File: src/rtl/dtf_pkg.sv
// ----------------------------------------------------------------------------
// dtf_pkg: shared types and constants for the decimal text parser
// Character codes, beat payload types, the job record that passes from the
// parser front to the fraction divider, and the power-of-ten table.
// ----------------------------------------------------------------------------
package dtf_pkg;

  localparam logic [7:0] CH_SPACE = 8'h20;
  localparam logic [7:0] CH_TAB   = 8'h09;
  localparam logic [7:0] CH_CR    = 8'h0D;
  localparam logic [7:0] CH_MINUS = 8'h2D;
  localparam logic [7:0] CH_PLUS  = 8'h2B;
  localparam logic [7:0] CH_POINT = 8'h2E;
  localparam logic [7:0] CH_ZERO  = 8'h30;
  localparam logic [7:0] CH_NINE  = 8'h39;

  localparam int INT_W      = 31;
  localparam int FRAC_ACC_W = 30;
  localparam int FCNT_W     = 4;

  typedef struct packed {
    logic [7:0] ch;
    logic       last;
  } dtf_in_t;

  typedef struct packed {
    logic signed [63:0] value;
    logic               overflow;
  } dtf_out_t;

  typedef struct packed {
    logic                  negative;
    logic [INT_W-1:0]      int_acc;
    logic                  int_sat;
    logic [FRAC_ACC_W-1:0] frac_acc;
    logic [FCNT_W-1:0]     frac_count;
  } dtf_job_t;

  typedef struct packed {
    logic valid;
    logic full;
  } dtf_q_status_t;

  // Divisor for a fraction of n kept digits; counts above nine clamp to nine.
  function automatic logic [FRAC_ACC_W-1:0] pow10(input logic [FCNT_W-1:0] n);
    logic [FRAC_ACC_W-1:0] p;
    case (n)
      4'd0:    p = 30'd1;
      4'd1:    p = 30'd10;
      4'd2:    p = 30'd100;
      4'd3:    p = 30'd1000;
      4'd4:    p = 30'd10000;
      4'd5:    p = 30'd100000;
      4'd6:    p = 30'd1000000;
      4'd7:    p = 30'd10000000;
      4'd8:    p = 30'd100000000;
      default: p = 30'd1000000000;
    endcase
    return p;
  endfunction

endpackage

File: src/rtl/dtf_front.sv
// ----------------------------------------------------------------------------
// dtf_front: character parser
// Classifies one character per beat, accumulates the integer and fraction
// digits, and pushes a finished job into the queue on the last character.
// ----------------------------------------------------------------------------
module dtf_front
  import dtf_pkg::*;
#(
  parameter int FRAC_DIGITS = 9
) (
  input  logic          clk,
  input  logic          rst_n,
  input  logic          in_valid,
  output logic          in_stall,
  input  dtf_in_t       in_data,
  output logic          q_push,
  output dtf_job_t      q_job,
  input  dtf_q_status_t q_status
);

  typedef enum logic [3:0] {
    PH_SKIP = 4'b0001,
    PH_INT  = 4'b0010,
    PH_FRAC = 4'b0100,
    PH_DONE = 4'b1000
  } phase_t;

  phase_t                phase_r, phase_nxt;
  logic                  neg_r, neg_nxt;
  logic [INT_W-1:0]      int_r, int_nxt;
  logic                  sat_r, sat_nxt;
  logic [FRAC_ACC_W-1:0] frac_r, frac_nxt;
  logic [FCNT_W-1:0]     cnt_r, cnt_nxt;

  logic                  accept;
  logic                  digit;
  logic                  space;
  logic [3:0]            dval;
  logic [INT_W+3:0]      int_mul;
  logic [FRAC_ACC_W+3:0] frac_mul;
  logic                  frac_room;

  assign in_stall = q_status.full;
  assign accept   = in_valid && !in_stall;

  assign digit = (in_data.ch >= CH_ZERO) && (in_data.ch <= CH_NINE);
  assign space = (in_data.ch == CH_SPACE) || ((in_data.ch >= CH_TAB) && (in_data.ch <= CH_CR));
  assign dval  = digit ? 4'(in_data.ch - CH_ZERO) : 4'd0;

  assign int_mul  = ({4'd0, int_r} << 3) + ({4'd0, int_r} << 1) + (INT_W+4)'(dval);
  assign frac_mul = ({4'd0, frac_r} << 3) + ({4'd0, frac_r} << 1) + (FRAC_ACC_W+4)'(dval);
  assign frac_room = cnt_r < FCNT_W'(FRAC_DIGITS);

  always_comb begin
    logic add_int;
    add_int   = 1'b0;
    phase_nxt = phase_r;
    neg_nxt   = neg_r;
    int_nxt   = int_r;
    sat_nxt   = sat_r;
    frac_nxt  = frac_r;
    cnt_nxt   = cnt_r;
    unique case (phase_r)
      PH_SKIP: begin
        if (space) begin
          phase_nxt = PH_SKIP;
        end else if (in_data.ch == CH_MINUS) begin
          neg_nxt   = 1'b1;
          phase_nxt = PH_INT;
        end else if (in_data.ch == CH_PLUS) begin
          phase_nxt = PH_INT;
        end else if (digit) begin
          add_int   = 1'b1;
          phase_nxt = PH_INT;
        end else if (in_data.ch == CH_POINT) begin
          phase_nxt = PH_FRAC;
        end else begin
          phase_nxt = PH_DONE;
        end
      end
      PH_INT: begin
        if (digit) begin
          add_int = 1'b1;
        end else if (in_data.ch == CH_POINT) begin
          phase_nxt = PH_FRAC;
        end else begin
          phase_nxt = PH_DONE;
        end
      end
      PH_FRAC: begin
        if (digit) begin
          if (frac_room) begin
            frac_nxt = frac_mul[FRAC_ACC_W-1:0];
            cnt_nxt  = cnt_r + FCNT_W'(1);
          end
        end else begin
          phase_nxt = PH_DONE;
        end
      end
      default: begin
        phase_nxt = phase_r;
      end
    endcase
    if (add_int) begin
      if (|int_mul[INT_W+3:INT_W]) begin
        int_nxt = {INT_W{1'b1}};
        sat_nxt = 1'b1;
      end else begin
        int_nxt = int_mul[INT_W-1:0];
      end
    end
  end

  assign q_push           = accept && in_data.last;
  assign q_job.negative   = neg_nxt;
  assign q_job.int_acc    = int_nxt;
  assign q_job.int_sat    = sat_nxt;
  assign q_job.frac_acc   = frac_nxt;
  assign q_job.frac_count = cnt_nxt;

  always_ff @(posedge clk) begin
    if (!rst_n || q_push) begin
      phase_r <= PH_SKIP;
      neg_r   <= 1'b0;
      int_r   <= '0;
      sat_r   <= 1'b0;
      frac_r  <= '0;
      cnt_r   <= '0;
    end else if (accept) begin
      phase_r <= phase_nxt;
      neg_r   <= neg_nxt;
      int_r   <= int_nxt;
      sat_r   <= sat_nxt;
      frac_r  <= frac_nxt;
      cnt_r   <= cnt_nxt;
    end
  end

endmodule

File: src/rtl/dtf_queue.sv
// ----------------------------------------------------------------------------
// dtf_queue: two-entry job queue
// Decouples the character parser from the fraction divider.
// ----------------------------------------------------------------------------
module dtf_queue
  import dtf_pkg::*;
(
  input  logic          clk,
  input  logic          rst_n,
  input  logic          push,
  input  dtf_job_t      push_job,
  input  logic          pop,
  output dtf_job_t      head_job,
  output dtf_q_status_t status
);

  dtf_job_t   mem_r [2];
  logic       wr_ptr_r;
  logic       rd_ptr_r;
  logic [1:0] count_r;

  assign head_job     = mem_r[rd_ptr_r];
  assign status.valid = count_r != 2'd0;
  assign status.full  = count_r == 2'd2;

  always_ff @(posedge clk) begin
    if (push) begin
      mem_r[wr_ptr_r] <= push_job;
    end
  end

  always_ff @(posedge clk) begin
    if (!rst_n) begin
      wr_ptr_r <= 1'b0;
      rd_ptr_r <= 1'b0;
      count_r  <= 2'd0;
    end else begin
      if (push) begin
        wr_ptr_r <= !wr_ptr_r;
      end
      if (pop) begin
        rd_ptr_r <= !rd_ptr_r;
      end
      case ({push, pop})
        2'b10:   count_r <= count_r + 2'd1;
        2'b01:   count_r <= count_r - 2'd1;
        default: count_r <= count_r;
      endcase
    end
  end

endmodule

File: src/rtl/dtf_back.sv
// ----------------------------------------------------------------------------
// dtf_back: fraction divider and result former
// Divides the fraction digits by their power of ten, one quotient bit per
// cycle, then assembles the signed fixed-point result in the output register.
// ----------------------------------------------------------------------------
module dtf_back
  import dtf_pkg::*;
#(
  parameter int FRAC_BITS = 32
) (
  input  logic          clk,
  input  logic          rst_n,
  input  dtf_q_status_t q_status,
  input  dtf_job_t      q_job,
  output logic          q_pop,
  output logic          out_valid,
  input  logic          out_stall,
  output dtf_out_t      out_data
);

  localparam int BCNT_W = (FRAC_BITS > 1) ? $clog2(FRAC_BITS) : 1;

  typedef enum logic [2:0] {
    BK_IDLE = 3'b001,
    BK_DIV  = 3'b010,
    BK_HOLD = 3'b100
  } bk_state_t;

  bk_state_t             state_r;
  logic [BCNT_W-1:0]     bit_cnt_r;
  logic [FRAC_ACC_W:0]   rem_r;
  logic [FRAC_ACC_W-1:0] div_r;
  logic [FRAC_BITS-1:0]  quo_r;
  logic                  neg_r;
  logic [INT_W-1:0]      int_r;
  logic                  sat_r;
  logic                  out_valid_r;
  dtf_out_t              out_r;

  logic [FRAC_ACC_W+1:0] rem2;
  logic [FRAC_ACC_W+1:0] diff;
  logic                  ge;
  logic                  out_free;
  logic [31:0]           frac32;
  logic [63:0]           mag;

  assign rem2 = {rem_r, 1'b0};
  assign diff = rem2 - {2'b00, div_r};
  assign ge   = rem2 >= {2'b00, div_r};

  assign out_free  = !out_valid_r || !out_stall;
  assign q_pop     = (state_r == BK_IDLE) && q_status.valid;
  assign out_valid = out_valid_r;
  assign out_data  = out_r;

  assign frac32 = 32'(quo_r) << (32 - FRAC_BITS);
  assign mag    = {1'b0, int_r, frac32};

  always_ff @(posedge clk) begin
    if (q_pop) begin
      rem_r     <= {1'b0, q_job.frac_acc};
      div_r     <= pow10(q_job.frac_count);
      neg_r     <= q_job.negative;
      int_r     <= q_job.int_acc;
      sat_r     <= q_job.int_sat;
      bit_cnt_r <= BCNT_W'(FRAC_BITS - 1);
    end else if (state_r == BK_DIV) begin
      rem_r     <= ge ? diff[FRAC_ACC_W:0] : rem2[FRAC_ACC_W:0];
      quo_r     <= (FRAC_BITS)'({quo_r, ge});
      bit_cnt_r <= bit_cnt_r - BCNT_W'(1);
    end
  end

  always_ff @(posedge clk) begin
    if ((state_r == BK_HOLD) && out_free) begin
      out_r.value    <= neg_r ? -mag : mag;
      out_r.overflow <= sat_r;
    end
  end

  always_ff @(posedge clk) begin
    if (!rst_n) begin
      state_r     <= BK_IDLE;
      out_valid_r <= 1'b0;
    end else begin
      unique case (state_r)
        BK_IDLE: begin
          if (q_status.valid) begin
            state_r <= BK_DIV;
          end
        end
        BK_DIV: begin
          if (bit_cnt_r == '0) begin
            state_r <= BK_HOLD;
          end
        end
        BK_HOLD: begin
          if (out_free) begin
            state_r <= BK_IDLE;
          end
        end
        default: begin
          state_r <= BK_IDLE;
        end
      endcase
      if ((state_r == BK_HOLD) && out_free) begin
        out_valid_r <= 1'b1;
      end else if (!out_stall) begin
        out_valid_r <= 1'b0;
      end
    end
  end

endmodule

File: src/rtl/decimal_text_to_fixed_point_top.sv
// ----------------------------------------------------------------------------
// decimal_text_to_fixed_point_top: decimal text to signed Q31.32
// Result: once its last character beat is accepted, a string's job passes
//   through the queue, the bit-serial divider and the output register.
// Throughput: one character beat per cycle while the queue has room; the
//   bit-serial fraction divider works on one string at a time, which sets the string rate.
// Reset: synchronous, active low; parser, queue and divider return to idle.
// ----------------------------------------------------------------------------
module decimal_text_to_fixed_point_top
  import dtf_pkg::*;
#(
  parameter int FRAC_DIGITS = 9,
  parameter int FRAC_BITS   = 32
) (
  input  logic     clk,
  input  logic     rst_n,
  input  logic     in_valid,
  output logic     in_stall,
  input  dtf_in_t  in_data,
  output logic     out_valid,
  input  logic     out_stall,
  output dtf_out_t out_data
);

  // The front parses each accepted character beat as it arrives. When a beat
  // carries the last flag, the finished integer part, sign, saturation flag
  // and fraction digits travel as one job into a two-entry queue.
  logic          q_push;
  logic          q_pop;
  dtf_job_t      push_job;
  dtf_job_t      head_job;
  dtf_q_status_t q_status;

  dtf_front #(
    .FRAC_DIGITS(FRAC_DIGITS)
  ) u_front (
    .clk      (clk),
    .rst_n    (rst_n),
    .in_valid (in_valid),
    .in_stall (in_stall),
    .in_data  (in_data),
    .q_push   (q_push),
    .q_job    (push_job),
    .q_status (q_status)
  );

  // The queue lets the parser keep taking characters of the next string
  // while the divider still works on the previous one.
  dtf_queue u_queue (
    .clk      (clk),
    .rst_n    (rst_n),
    .push     (q_push),
    .push_job (push_job),
    .pop      (q_pop),
    .head_job (head_job),
    .status   (q_status)
  );

  // The back divides the fraction digits by their power of ten with a
  // restoring divider, one quotient bit per cycle, and forms the result in
  // an output register that holds while the result beat is stalled.
  dtf_back #(
    .FRAC_BITS(FRAC_BITS)
  ) u_back (
    .clk       (clk),
    .rst_n     (rst_n),
    .q_status  (q_status),
    .q_job     (head_job),
    .q_pop     (q_pop),
    .out_valid (out_valid),
    .out_stall (out_stall),
    .out_data  (out_data)
  );

  // A job is only pushed when the queue has room for it.
  a_push_room : assert property (@(posedge clk) disable iff (!rst_n)
    q_push |-> !q_status.full)
    else $error("job pushed into a full queue");

  // The divider only takes a job that is present.
  a_pop_valid : assert property (@(posedge clk) disable iff (!rst_n)
    q_pop |-> q_status.valid)
    else $error("job popped from an empty queue");

  // No result beat is offered right after reset.
  a_reset_quiet : assert property (@(posedge clk)
    !rst_n |=> !out_valid)
    else $error("result beat offered after reset");

endmodule
File: config.mk
export PLATFORM = sky130hd
export DESIGN_NAME = decimal_text_to_fixed_point_top
export DESIGN_NICKNAME = d
export VERILOG_FILES = /design/src/rtl/dtf_pkg.sv /design/src/rtl/dtf_front.sv /design/src/rtl/dtf_queue.sv /design/src/rtl/dtf_back.sv /design/src/rtl/decimal_text_to_fixed_point_top.sv
export SDC_FILE = /design/constraint.sdc
export NUM_CORES = 1
export LEC_CHECK = 0
export ABC_AREA = 1
export BUFFER_PORTS_ARGS = -buffer_cell sky130_fd_sc_hd__buf_4
export CAP_MARGIN = 0
export CORE_UTILIZATION = 50
export CTS_BUF_LIST = sky130_fd_sc_hd__clkbuf_16
export DETAILED_ROUTE_END_ITERATION = 10
export PLACE_DENSITY = 0.66
export SYNTH_ARGS = -nofsm -noshare
export SYNTH_HDL_FRONTEND = slang
export SYNTH_HIERARCHICAL = 1
export SYNTH_SLANG_ARGS = --single-unit
File: constraint.sdc
create_clock -name clk -period 7.65 [get_ports clk]
set_clock_uncertainty 0.2 [all_clocks]
set_input_delay 0.3825 -clock clk [delete_from_list [all_inputs] [get_ports clk]]
set_output_delay 0.3825 -clock clk [all_outputs]
set_load 0.005 [all_outputs]
==> metrics.md <==
| Metric | Value |
|---|---|
| Post-synthesis cell type count | between 50 and 60 |
| Post-detailed-route via-to-cell ratio | 5.27 |
| CTS H-tree lvls | 2 |
| Count of routing violations after the opening detailed-route iteration | 1524 |
| Worst-case vdd ir drop | 195 µV |
| Boundary pin count | 80 |
| Skew-Pair Late Insertion Delay | 580 ps |
| Tightest Hold Check Type | input port to register |
| Hold buffers post-CTS | 3 |
| Arr. time, crit path | 4420 ps |
| Clock Sinks | 403 |
| Cell Pwr Density | 355 nW/µm² |
| Crit Path Class | input port to register |
| Worst r2r path cells | 15 |
| Number of global-route vias before repair | 19400 |
| Clock-pin slew on the worst setup and hold paths | 60 ps |
| Worst-case clock buffer depth | 3 |
| Sort of element at the start of the critical path | input port |
| R2R Path Start | u_front/int_r[0] |
| Global-route congestion overflow total | 0 |
| Post-synth top flop | edfxtp_1 |
| Detailed-router iteration count before antenna repair | 5 |
| Max-Slew Margin vs Limit | 27.1% |
| Highest clock frequency the design can meet | 232 MHz |
| Post-synth EDFFs | 317 |
| Main combinational cell family by area after synthesis | simple AND/OR/NAND/NOR gates |
| Largest stage delay on the critical path | around 530 ps |
| Final GP Congestion | 0.941 |
| Number of maximum-capacitance constraint violations | 0 |
| Post-cts gate resize count | 0 |
| Initial standard-cell utilization of the core | 50.8% |
| Initial antenna violation count | 0 |
| Start point of the worst min-delay path | in_data[1] |
| # port buffers | 79 |
| Die span in y | 228 µm |
| Cell chosen for the clock root | clkbuf_16 |
| Startpoint of the most critical setup path | in_data[5] |
| Synth warnings | 6 |
| Share of the core filled with cells in the final layout | 55.9% |
| Minimum clock period after layout | 4310 ps |
| Final routed wirelength across all metal layers | 64200 µm |
| Yosys reg bits | 403 |
| Post-CTS Setup Inserts | 0 |
| Overall global routing resource usage | 24.5% |
| Total DRC errors in the routed layout | 0 |
| Required time at the endpoint of the critical path | 7760 ps |
| Worst setup slack before clock tree synthesis | between 3000 and 4000 ps |
| CP max stage cell | fa_1 |
| Nets | 3323 |
| Detailed-placement wirelength estimate | 48500 µm |
| Proportion of register bits with asynchronous set or reset after synthesis | 0% |
| Number of standard-cell rows in the floorplan | 82 |
| Commonest cells after routing, fill and taps aside | nand2_1, inv_1, edfxtp_1 |
| Number of vias in the routed layout | 20300 |
| Post-synthesis cell area | 25600 µm² |
| Antenna diode count | 0 |
| Hold violation count in the final report | 0 |
| Synth-to-Final Area Change | 10.1% |
| Portion of the post-synthesis area used by sequential elements | 43.9% |
| Leakage power | 0.0130 µW |
| Remaining antenna violation count | 0 |
| Slew at the pin closest to its max-slew limit | 1090 ps |
| Number of instances in the synthesized netlist | 3069 |
| First-pass GRT wire length | 102000 µm |
| Crit Reg-Reg Endpoint | u_queue/mem_r[0][56] |
| Fraction of synthesized cell area in xor and xnor cells | under 10% |
| Post-route fraction of the period consumed by the critical path | 56.4% |
| Critical Path, Cell by Cell | dlygate4sd3_1, buf_4, nand2_1, nor2_1, o21ai_2, nor2_1, fa_1, fa_1, nand2_1, nand2_1, and2_1, nand2_1, nand2_1, nand2_1, nand2_1, nand2_1, nand2_2, nor2_8, nand2_8, o21ai_0, inv_1 |
| Full die area | about 52000 µm² |
| Worst setup EP type | register |
| TritonCTS clock tree | done |
| Largest net degree at the start of global routing | between 70 and 80 |
| Synthesized Nets | around 3200 |
| Num CTS Buffers | 43 |
| Final critical-path setup slack | about 3300 ps |
| Placeable core area | approximately 50000 µm² |
| Final total negative setup slack | 0 ps |
| Multiplexer fraction of the synthesized cell area | 3.39% |
| Compound-gate portion of the synthesized area | 9.22% |
| Most repeated library cell on the critical path | nand2_1 |
| Adder and majority cell fraction of the synthesized area | 8.02% |
| X dimension of the die | 228 µm |
| Final setup vio count | 0 |
| Register-to-register setup slack | 4060 ps |
| Simple-gate area share of the yosys netlist | ~24% |
| Average routed wire per standard cell | 16.7 µm |
| Final slew viol count | 0 |
| Setup repair after global routing missed its margin | no |
| CP Capture Point | u_queue/mem_r[0][56] |
| Fraction of final layout cells sized beyond drive strength 1 | 11.9% |
| Max Fanout on Critical Path | 26 |
| Status | complete, no violations |
| Avg Inst Size Synth | 8.34 µm² |
| Commonest non-fill, non-tap cell in the layout | nand2_1 |
## layout make-up
class	instances	area, µm²
Clock buffer	44	1100
Clock inverter	34	226
Fill cell	4612	22200
Inverter	471	1770
Multi-Input combinational cell	2133	12300
Sequential cell	403	11200
Tap cell	672	841
Timing Repair Buffer	97	736
## cell usage after synthesis, types with 29 or more instances
| library cell | instances | area share [%] |
|---|---|---|
| nand2_1 | 758 | 11 |
| inv_1 | 450 | 6.6 |
| edfxtp_1 | 317 | 37 |
| nor2_1 | 285 | 4.2 |
| nand3_1 | 165 | 3.2 |
| o21ai_0 | 159 | 3.1 |
| ha_1 | 156 | 7.6 |
| a21oi_1 | 124 | 2.4 |
| dfxtp_1 | 86 | 6.7 |
| xor2_1 | 61 | 2.1 |
| or2_2 | 48 | 1.2 |
| nand4_1 | 42 | 1.0 |
| nor3_1 | 42 | 0.82 |
| clkbuf_1 | 37 | 0.54 |
| mux2_2 | 37 | 1.6 |
| mux2_4 | 30 | 1.8 |
| nand3b_1 | 29 | 0.85 |
## logic make-up (layout without fill, tap and decap cells)
kind of cell | Yosys count | after routing
buf+inv | 533 | 646
fa+ha+maj | 161 | 161
flops | 403 | 403
simple gates | 1427 | 1427
mux | 67 | 67
compound gates | 389 | 389
xor+xnor | 89 | 89
## critical path: cells and delay by family
family                   cells  cell delay [ps]
AND/OR/NAND/NOR             14             1850
adder cells (fa/ha/maj)      2              980
buffers and inverters        3              720
AO/OA/AOI/OAI                2              480
## state kept, by name, summed over array words and instances, names as in the netlist, named ones only
signal and flops:
u_queue/count_r 2, u_back/frac32 32, u_queue/rd_ptr_r 1, u_back/out_valid 1, u_front/frac_r 30, u_back/sat_r 1, u_front/int_r 31, u_front/phase_r 4
u_back/int_r 31, u_queue/wr_ptr_r 1, u_front/cnt_r 4, u_front/sat_r 1, u_back/div_r 23, u_back/neg_r 1, u_queue/mem_r 134, u_front/neg_r 1
u_back/bit_cnt_r 5, u_back/rem_r 31, u_back/out_data 65, u_back/state_r 3
## per-stage QoR
stage | power, µW | instances | area, µm² | hold WS, ps
3_3_place_gp | 7970 | 3773 | 26800 | 211
5_1_grt | 10700 | 3854 | 28200 | 46.3
3_5_place_dp | 8020 | 3773 | 26800 | 226
4_1_cts | 10000 | 3854 | 28200 | 21.2
2_1_floorplan | 6860 | 3069 | 25600 | 200
6_report | 9990 | 3854 | 28200 | 54.0
## where the power goes
| group | switching [µW] | internal [µW] |
|---|---|---|
| clock network | 865 | 1110 |
| registers | 280 | 3070 |
| logic | 3100 | 1570 |
## routing by layer
layer	vias to the layer above	routed length, µm	track usage, %
li1	10200	-	-
met1	9450	31300	35.2
met2	525	28400	39.2
met5	-	0	0
met4	0	1420	6.29
met3	93	3120	2.97
## how the worst min path moves through the flow
stage | endpoint | slack, ps | cells past startpoint
final | u_front/phase_r[2] | 50 | 4
after global routing | u_front/phase_r[2] | 50 | 4
after CTS | u_front/phase_r[2] | 20 | 4
after detailed placement | u_back/out_data[0] | 230 | 0
after global placement | u_back/out_data[0] | 210 | 0
after floorplan | u_back/out_data[0] | 200 | 0
No activity file was read; power rests on OpenSTA's default activity.
